$ cat src/design/pmt_pkg.sv
// Shared constants and codes for the prescaled match timer.
package pmt_pkg;

    // Default counter width
    localparam int COUNTER_WIDTH_DEF = 32;

    localparam int DATA_W   = 32;
    localparam int ACTION_W = 3;
    localparam int MASK_W   = 2;
    localparam int INDEX_W  = 3;

    typedef logic [ACTION_W-1:0] action_t;
    typedef logic [INDEX_W-1:0]  reg_index_t;

    // Item actions
    localparam action_t ACT_TICK  = 3'd0;
    localparam action_t ACT_START = 3'd1;
    localparam action_t ACT_HOLD  = 3'd2;
    localparam action_t ACT_STOP  = 3'd3;
    localparam action_t ACT_CLEAR = 3'd4;

    // Configuration register indexes
    localparam reg_index_t REG_PRESCALE       = 3'd0;
    localparam reg_index_t REG_PERIOD_MATCH   = 3'd1;
    localparam reg_index_t REG_DUTY_MATCH     = 3'd2;
    localparam reg_index_t REG_PWM_MODE       = 3'd3;
    localparam reg_index_t REG_RESET_ON_MATCH = 3'd4;
    localparam reg_index_t REG_STOP_ON_MATCH  = 3'd5;
    localparam reg_index_t REG_IRQ_ENABLE     = 3'd6;
    localparam reg_index_t REG_PERIOD_LIMIT   = 3'd7;

endpackage

$ cat src/design/prescaled_match_timer.sv
// Top level of the prescaled match timer channel.
//
// Usage:
//   Items (action, clear_mask) arrive on a valid/ready channel: tick, start,
//   hold reset, stop and clear flags. Every accepted item yields exactly one
//   result transfer with the counter value, run state, match flags, irq level
//   and an auto-stop marker for that item.
//   Configuration is a plain write port (cfg_write_en, cfg_index, cfg_data),
//   written by the user only while the channel is idle (not enforced here);
//   writing period_limit also clears the period count unless an item transfers.
//   Latency: the result is presented the cycle after the item transfer.
//   Throughput: one item per cycle unless stalled; state updates in a single
//   pass at the transfer edge and the result sits in an output register.
//   Stall: while result_ready is low a held result blocks further items;
//   item_ready rises again in the cycle the result is taken.
//   Reset: counter, prescaler, flags and period count clear, the timer is
//   stopped, and the registers take their reset values (reset and stop on
//   match set, all else zero).
module prescaled_match_timer #(
    parameter int COUNTER_WIDTH = pmt_pkg::COUNTER_WIDTH_DEF
) (
    input  logic                          clk,
    input  logic                          rst_n,
    // configuration
    input  logic                          cfg_write_en,
    input  logic [pmt_pkg::INDEX_W-1:0]   cfg_index,
    input  logic [pmt_pkg::DATA_W-1:0]    cfg_data,
    // items
    input  logic                          item_valid,
    output logic                          item_ready,
    input  logic [pmt_pkg::ACTION_W-1:0]  action,
    input  logic [pmt_pkg::MASK_W-1:0]    clear_mask,
    // results
    output logic                          result_valid,
    input  logic                          result_ready,
    output logic [pmt_pkg::DATA_W-1:0]    count_value,
    output logic                          running,
    output logic                          first_match_flag,
    output logic                          second_match_flag,
    output logic                          irq,
    output logic                          auto_stopped
);

    // compare width: wide enough for the counter and the 32-bit match values
    localparam int CMP_W = (COUNTER_WIDTH > pmt_pkg::DATA_W) ? COUNTER_WIDTH
                                                             : pmt_pkg::DATA_W;
    localparam int DW    = pmt_pkg::DATA_W;

    // configuration registers
    logic [DW-1:0] prescale_reg;
    logic [DW-1:0] period_match_reg;
    logic [DW-1:0] duty_match_reg;
    logic          pwm_mode_reg;
    logic          reset_on_match_reg;
    logic          stop_on_match_reg;
    logic          irq_enable_reg;
    logic [DW-1:0] period_limit_reg;

    // timer state
    logic [DW-1:0]            prescale_count_reg, prescale_count_next;
    logic [COUNTER_WIDTH-1:0] counter_reg, counter_next;
    logic                     enabled_reg, enabled_next;
    logic [1:0]               match_flags_reg, match_flags_next;
    logic [DW-1:0]            periods_done_reg, periods_done_next;

    // output stage
    logic          result_valid_reg;
    logic [DW-1:0] count_value_reg;
    logic          running_reg;
    logic [1:0]    flags_out_reg;
    logic          auto_stopped_reg, auto_stopped_next;

    logic item_xfer;

    // counter step terms
    logic [COUNTER_WIDTH-1:0] cand;
    logic [CMP_W-1:0]         cand_ext;
    logic [CMP_W-1:0]         counter_ext;
    logic                     period_hit;
    logic                     duty_hit;
    logic                     first_hit;
    logic                     limit_on;
    logic [DW-1:0]            periods_inc;

    assign item_ready = !result_valid_reg || result_ready;
    assign item_xfer  = item_valid && item_ready;

    assign cand        = counter_reg + COUNTER_WIDTH'(1);
    assign cand_ext    = CMP_W'(cand);
    assign period_hit  = (cand_ext == CMP_W'(period_match_reg));
    assign duty_hit    = (cand_ext == CMP_W'(duty_match_reg));
    // first match register: duty in PWM mode, period otherwise
    assign first_hit   = pwm_mode_reg ? duty_hit : period_hit;
    assign limit_on    = (period_limit_reg != '0);
    assign periods_inc = (periods_done_reg != '1) ? periods_done_reg + DW'(1)
                                                  : periods_done_reg;

    // next state for one item
    always_comb
    begin
        prescale_count_next = prescale_count_reg;
        counter_next        = counter_reg;
        enabled_next        = enabled_reg;
        match_flags_next    = match_flags_reg;
        periods_done_next   = periods_done_reg;
        auto_stopped_next   = 1'b0;

        unique case (action)
            pmt_pkg::ACT_TICK:
            begin
                if (enabled_reg)
                begin
                    if (prescale_count_reg == prescale_reg)
                    begin
                        prescale_count_next = '0;
                        counter_next        = cand;
                        if (first_hit)
                        begin
                            if (irq_enable_reg || limit_on)
                                match_flags_next[0] = 1'b1;
                            if (limit_on)
                            begin
                                periods_done_next = periods_inc;
                                if (periods_inc >= period_limit_reg)
                                begin
                                    enabled_next      = 1'b0;
                                    auto_stopped_next = 1'b1;
                                end
                            end
                        end
                        if (pwm_mode_reg)
                        begin
                            if (period_hit)
                            begin
                                if (irq_enable_reg)
                                    match_flags_next[1] = 1'b1;
                                counter_next = '0;
                            end
                        end
                        else if (period_hit)
                        begin
                            if (reset_on_match_reg)
                                counter_next = '0;
                            if (stop_on_match_reg)
                                enabled_next = 1'b0;
                        end
                    end
                    else
                    begin
                        prescale_count_next = prescale_count_reg + DW'(1);
                    end
                end
            end
            pmt_pkg::ACT_START:
                enabled_next = 1'b1;
            pmt_pkg::ACT_HOLD:
            begin
                prescale_count_next = '0;
                counter_next        = '0;
                enabled_next        = 1'b0;
            end
            pmt_pkg::ACT_STOP:
                enabled_next = 1'b0;
            pmt_pkg::ACT_CLEAR:
                match_flags_next = match_flags_reg & ~clear_mask;
            default:
                ; // spare codes leave the state alone
        endcase
    end

    // configuration registers
    always_ff @(posedge clk or negedge rst_n)
    begin
        if (!rst_n)
        begin
            prescale_reg       <= '0;
            period_match_reg   <= '0;
            duty_match_reg     <= '0;
            pwm_mode_reg       <= 1'b0;
            reset_on_match_reg <= 1'b1;
            stop_on_match_reg  <= 1'b1;
            irq_enable_reg     <= 1'b0;
            period_limit_reg   <= '0;
        end
        else if (cfg_write_en)
        begin
            unique case (cfg_index)
                pmt_pkg::REG_PRESCALE:       prescale_reg       <= cfg_data;
                pmt_pkg::REG_PERIOD_MATCH:   period_match_reg   <= cfg_data;
                pmt_pkg::REG_DUTY_MATCH:     duty_match_reg     <= cfg_data;
                pmt_pkg::REG_PWM_MODE:       pwm_mode_reg       <= cfg_data[0];
                pmt_pkg::REG_RESET_ON_MATCH: reset_on_match_reg <= cfg_data[0];
                pmt_pkg::REG_STOP_ON_MATCH:  stop_on_match_reg  <= cfg_data[0];
                pmt_pkg::REG_IRQ_ENABLE:     irq_enable_reg     <= cfg_data[0];
                pmt_pkg::REG_PERIOD_LIMIT:   period_limit_reg   <= cfg_data;
                default:                     ;
            endcase
        end
    end

    // timer state; a period_limit write restarts the period count unless an item transfers
    always_ff @(posedge clk or negedge rst_n)
    begin
        if (!rst_n)
        begin
            prescale_count_reg <= '0;
            counter_reg        <= '0;
            enabled_reg        <= 1'b0;
            match_flags_reg    <= '0;
            periods_done_reg   <= '0;
        end
        else if (item_xfer)
        begin
            prescale_count_reg <= prescale_count_next;
            counter_reg        <= counter_next;
            enabled_reg        <= enabled_next;
            match_flags_reg    <= match_flags_next;
            periods_done_reg   <= periods_done_next;
        end
        else if (cfg_write_en && (cfg_index == pmt_pkg::REG_PERIOD_LIMIT))
        begin
            periods_done_reg <= '0;
        end
    end

    // result valid
    always_ff @(posedge clk or negedge rst_n)
    begin
        if (!rst_n)
            result_valid_reg <= 1'b0;
        else if (item_xfer)
            result_valid_reg <= 1'b1;
        else if (result_ready)
            result_valid_reg <= 1'b0;
    end

    // result payload
    assign counter_ext = CMP_W'(counter_next);

    always_ff @(posedge clk)
    begin
        if (item_xfer)
        begin
            count_value_reg  <= counter_ext[DW-1:0];
            running_reg      <= enabled_next;
            flags_out_reg    <= match_flags_next;
            auto_stopped_reg <= auto_stopped_next;
        end
    end

    assign result_valid      = result_valid_reg;
    assign count_value       = count_value_reg;
    assign running           = running_reg;
    assign first_match_flag  = flags_out_reg[0];
    assign second_match_flag = flags_out_reg[1];
    assign irq               = |flags_out_reg;
    assign auto_stopped      = auto_stopped_reg;

endmodule
$ cat config.mk
export PLATFORM = sky130hd
export DESIGN_NAME = prescaled_match_timer
export DESIGN_NICKNAME = d
export VERILOG_FILES = /design/src/design/pmt_pkg.sv /design/src/design/prescaled_match_timer.sv
export SDC_FILE = /design/constraint.sdc
export NUM_CORES = 1
export LEC_CHECK = 0
export ABC_CLOCK_PERIOD_IN_PS = 4100
export CAP_MARGIN = 10
export CORE_UTILIZATION = 50
export CTS_CLUSTER_DIAMETER = 50
export DETAILED_ROUTE_END_ITERATION = 8
export DONT_BUFFER_PORTS = 1
export PLACE_DENSITY = 0.73
export SLEW_MARGIN = 10
export SYNTH_ARGS = -nofsm -noshare
export SYNTH_HDL_FRONTEND = slang
export SYNTH_SLANG_ARGS = --single-unit
$ cat constraint.sdc
create_clock -name clk -period 4.1 [get_ports clk]
set_clock_uncertainty 0.2 [all_clocks]
set_input_delay 0.41 -clock clk [delete_from_list [all_inputs] [get_ports clk]]
set_output_delay 0.41 -clock clk [all_outputs]
set_load 0.01 [all_outputs]
# ---- Word level (Yosys, flattened, before mapping)
# Cells that the tools add are included.
dict set report totals {
  regBits 268
  in_bits 45
  output_inout_bits 39
  elab_cells 108
}
dict set report classes {
  n_addsub 3
  order_cmp 1
  n_eq_ne 21
  muxes 39
  bitwise 2
  reduce_logical 24
}
# cell count
set op_table {}
lappend op_table {{$mux 32} 16}
lappend op_table {{$pmux 32 s2} 2}
lappend op_table {{$add 32x1->32 const B} 3}
lappend op_table {{$eq 32x32->1} 3}
lappend op_table {{$ge 32x32->1} 1}
lappend op_table {{$ne 32x32->1 const B} 1}
lappend op_table {{$reduce_bool 32->1} 1}
lappend op_table {{$mux 1} 17}
lappend op_table {{$reduce_and 2->1} 8}
lappend op_table {{$eq 3x3->1 const B} 5}
lappend op_table {{$eq 3x2->1 const B} 4}
lappend op_table {{$ne 2x1->1 const B} 4}
lappend op_table {{$eq 3x1->1 const B} 2}
lappend op_table {{$logic_not 3->1} 2}
lappend op_table {{$reduce_and 6->1} 1}
lappend op_table {{$reduce_bool 2->1} 3}
lappend op_table {{$reduce_and 5->1} 1}
lappend op_table {{$mux 2} 2}
lappend op_table {{$ne 2x2->1 const B} 2}
lappend op_table {{$pmux 2 s2} 1}
lappend op_table {{$reduce_or 2->1} 2}
lappend op_table {{$pmux 1 s3} 1}
lappend op_table {{$reduce_and 3->1} 1}
lappend op_table {{$and 2x2->2} 1}
lappend op_table {{other kinds (4)} 6}

# ---- Depth between registers and ports, before layout
dict set report logic_depth {
  word_depth 12
  depth_mapped 20
  mapped_depth_nobuf 20
}

# ---- Worst setup path before layout
# Ideal clock, no wire load.
dict set report synth_path {
  path_kind {register to register}
  from {register periods_done_reg[10]}
  to {register running_reg (netlist: running) (data pin)}
  setup_ps 282
  arrival_time_ps 3867
  path_slack_ps -248
  path_stages_with_launch 20
  n_path_buf 2
  period_less_slack_ps 4348
  cell_sequence {dfrtp_1 > clkbuf_1 > and4_1 > nand4_1 > nor4bb_1 > nor2_1 > and3_1 > clkbuf_1 > nand4_1 > xnor2_1 > ha_1 > a21o_1 > a21o_1 > a21oi_1 > o21ai_0 > a31oi_1 > o311ai_0 > a21oi_1 > o311ai_0 > o211ai_1}
}
dict set report synth_via {
  elab_chain_cells 12
}
# element line_no
set synth_rtl {}
lappend synth_rtl {{from (decl)} prescaled_match_timer.sv:64} ;# logic [DW-1:0] periods_done_reg, periods_done_next;
lappend synth_rtl {{from (signal assigned)} prescaled_match_timer.sv:218} ;# periods_done_reg <= periods_done_next;
lappend synth_rtl {{$add 32x1->32 / $ne 32x32->1 (equally long branches)} prescaled_match_timer.sv:95} ;# assign periods_inc = (periods_done_reg != '1) ? periods_done_reg + DW'(1)
lappend synth_rtl {{$mux 32 (*)} prescaled_match_timer.sv:95}
lappend synth_rtl {{$ge 32x32->1 (*)} prescaled_match_timer.sv:124} ;# if (periods_inc >= period_limit_reg)
lappend synth_rtl {{$mux 1 (*)} prescaled_match_timer.sv:124}
lappend synth_rtl {{$mux 1 (*)} prescaled_match_timer.sv:121} ;# if (limit_on)
lappend synth_rtl {{$mux 1 (*)} prescaled_match_timer.sv:117} ;# if (first_hit)
lappend synth_rtl {{$mux 1} prescaled_match_timer.sv:144} ;# if (stop_on_match_reg)
lappend synth_rtl {{$mux 1} prescaled_match_timer.sv:140} ;# else if (period_hit)
lappend synth_rtl {{$mux 1 (*)} prescaled_match_timer.sv:131} ;# if (pwm_mode_reg)
lappend synth_rtl {{$mux 1 (*)} prescaled_match_timer.sv:113} ;# if (prescale_count_reg == prescale_reg)
lappend synth_rtl {{$mux 1 (*)} prescaled_match_timer.sv:111} ;# if (enabled_reg)
lappend synth_rtl {{$pmux 1 s3 (*)} prescaled_match_timer.sv:108} ;# unique case (action)
lappend synth_rtl {{named net enabled_next} prescaled_match_timer.sv:62} ;# logic enabled_reg, enabled_next;
lappend synth_rtl {{to (signal assigned)} prescaled_match_timer.sv:245} ;# running_reg <= enabled_next;
lappend synth_rtl {{to (decl)} prescaled_match_timer.sv:69} ;# logic running_reg;
# The timed path passes the listed nets; every way through them passes the cells marked *.
# A chain may end at the register's enable or synchronous reset.

# ---- Final worst setup path
dict set report layout_path {
  from {register periods_done_reg[25]}
  to {register running_reg (netlist: running) (data pin)}
}
# Same word-level chain as after synthesis.

==> out/qor.yml <==
hpwlAfterDp_um: 42900
drt-total-wl_um: 60000
synthesis.nets: 1806
drive_gt1_share_pct: 29.5
power.density_nw_per_um2: 377
synth_cells: 1726
gp_congestion: 1.06
critPathLaunchType: "register"
crit_fanout: 4
post-synth-top-count-cell: "dfrtp_1"
worstReg2RegEnd: "running$_DFFE_PP_"
grt_usage_pct: 35.0
synth_ff_type: "dfrtp_1"
required_ns: 4.26
top_layer_used: "met5"
r2r_setup_slack_ns: -0.03
num-nets-final: 2050
reg2reg_from: "periods_done_reg[25]$_DFFE_PN0P_"
clk_pin_slew_ns: 0.06
drc_errors: 0
rows: 66
outcome: "complete, but fails checks"
synth_edf_count: 36
port-buffer-count: 0
die_area_um2: 34100
avgSynthCellArea_um2: 9.65
insertion_delay_ns: 0.58
fin_crit_ns: 4.13
gr-total-overflow: 0
wl_met2_um: 27800
grt_max_degree: 233
dr_wl_met3_um: 4930
die_w_um: 185
ant_nets: 0
crit_end: "running$_DFFE_PP_"
critPathLaunch: "periods_done_reg[25]$_DFFE_PN0P_"
cts_tree: "done"
violations: "hold timing, setup timing"
finalHoldViolations: 232
tns_ns: -0.0298
p_leak_nw: 9.19
final_max_slew_viol_count: 0
end_kind: "register"
hp-class: "in -> async"
cts-root-buf: "clkbuf_16"
period_share_pct: 101
dp_slack_ns: -0.351
maxClockFrequency_mhz: 242
drt-met1-wl_um: 24000
ctsHoldBuffers: 41
io_pins: 84
holdWs_ns: -0.662
syn_area_um2: 16700
yosysTopAreaCell: "dfrtp_1"
synth_common_cells: "dfrtp_1, mux2_2, nand2_1"
slew_headroom_pct: 29.9
yosysSeqAreaShare_pct: 41.3
wl_per_cell_um: 24.6
cts_buffers: 37
synth_area_leaders: "dfrtp_1, mux2_2, edfxtp_1"
synth_top_area_share_pct: 34.5
cp.arrival_ns: 4.29
yosys_warnings: 0
dp_cells: 2294
cts.sinks: 268
grt_pass1_vias: 14746
initial_utilization_pct: 50.9
grt_first_pass_wirelength_um: 89100
worst_slew_pin_slew_ns: 1.05
finalSetupViolCount: 1
synth_seq_cells: 268
peakVddDrop_uv: 379
setup_ws_ns: -0.0298
vias_per_cell: 6.31
max_cap_violations: 0
area_growth_pct: 26.8
grt_setup_unrepaired: "true"
criticalPathCategory: "reg -> reg"
grt_antenna_before_repair: 3
core_area_um2: 32700
drt_first_pass_iters: 5
rr_worst_depth: 20
fin_cells: 2442
synthArstFlopShare_pct: 86.6
die_h_um: 185
synth.distinct_cells: 79
vias: 15405
drt_iter0_markers: 1614
htreeDepth: 2
cts_buffer_depth: 3
-- layout make-up --
| cell class | count | area (µm²) |
|---|---|---|
| Antenna cell | 2 | 5.00 |
| Clock inverter | 18 | 174 |
| Timing Repair Buffer | 308 | 2540 |
| Multi-Input combinational cell | 1303 | 9720 |
| Fill cell | 2609 | 11600 |
| Inverter | 52 | 195 |
| Sequential cell | 268 | 6890 |
| Clock buffer | 49 | 1040 |
| Tap cell | 442 | 553 |
-- timing repair --
item | in CTS | in global routing
cloned | 0 | 3
resized for setup | 32 | 109
pin swaps | 5 | 55
endpoints found under the setup margin | 80 | 100
setup buffers | 0 | 35
endpoints found under the hold margin | 386 | 232
-- placed cells by master, fill, tap and decap left out, drive strengths merged, types with 11 or more instances in the layout --
| master | count |
|---|---|
| nor3 | 52 |
| inv | 59 |
| a31oi | 11 |
| mux2 | 153 |
| o21ai | 116 |
| nand3 | 61 |
| ha | 35 |
| o211ai | 15 |
| a21o | 35 |
| clkbuf | 51 |
| dfrtp | 230 |
| nand2 | 128 |
| or4 | 11 |
| xnor2 | 74 |
| and2 | 27 |
| nand4 | 51 |
| dlygate4sd3 | 41 |
| nor2b | 12 |
| and3 | 37 |
| o31ai | 18 |
| a21oi | 33 |
| nor4 | 44 |
| nor3b | 13 |
| xor2 | 77 |
| edfxtp | 36 |
| nand2b | 18 |
| or3 | 29 |
| and4 | 16 |
| buf | 265 |
| nor2 | 119 |
-- metal layers --
metal | track usage (%) | vias to the layer above
met5 | 0 | -
met4 | 16.0 | 2
met3 | 7.07 | 196
met2 | 56.6 | 797
met1 | 45.2 | 7587
li1 | - | 6823
-- cells by family (layout without fill, tap and decap cells) --
group           after synthesis  in the layout  share of synthesized area [%]
compound gates              323            323                           12.9
flops                       268            268                           41.3
mux                         155            155                           10.5
buf+inv                     156            427                           3.94
other cells                   0              2                              0
simple gates                635            636                           20.4
xor+xnor                    154            154                           8.34
fa+ha+maj                    35             35                           2.63
-- stage by stage --
step                      total power [W]  utilization (%)  instance area (µm²)  hold slack [ns]
after detailed placement          0.00461             56.8                18600          -0.0775
final                             0.00795             64.6                21100           -0.662
after floorplan                   0.00412                -                16700          -0.0856
after global placement            0.00457             56.8                18600          -0.0767
after global routing              0.00825             64.6                21100           -0.682
after CTS                         0.00788             62.2                20400           -0.682
-- worst max-delay path, cell delays in order (launching register included) --
cell and delay, ns:
dfrtp_1 0.41, and3_4 0.21, nand4_1 0.22, nor4bb_4 0.42, nor2_2 0.09, nand4_1 0.16, buf_4 0.16, nor2_1 0.05
nand2_1 0.10, xnor2_2 0.12, ha_1 0.26, a21o_1 0.19, a21oi_2 0.13, nor2b_1 0.05, o21ai_0 0.18, a21oi_1 0.12
o21ai_2 0.20, o311ai_4 0.13, a21oi_4 0.24, o311ai_4 0.13, o211ai_1 0.14
-- worst min-delay path by stage --
stage / endpoint / from / cells past startpoint
global route: periods_done_reg[27]$_DFFE_PN0P_ / rst_n / 0
floorplan: counter_reg[0]$_DFFE_PN0P_ / rst_n / 0
global placement: periods_done_reg[27]$_DFFE_PN0P_ / rst_n / 0
detailed placement: periods_done_reg[7]$_DFFE_PN0P_ / rst_n / 0
finish: periods_done_reg[23]$_DFFE_PN0P_ / rst_n / 0
CTS: periods_done_reg[27]$_DFFE_PN0P_ / rst_n / 0
-- power breakdown --
group / switching [W] / internal (W) / leakage, nW
Clock: 0.00131 / 0.00189 / 0.602
Combinational: 0.000690 / 0.000683 / 5.28
Sequential: 0.000359 / 0.00303 / 3.31
Note: power is estimated with default switching activity, not from simulation.
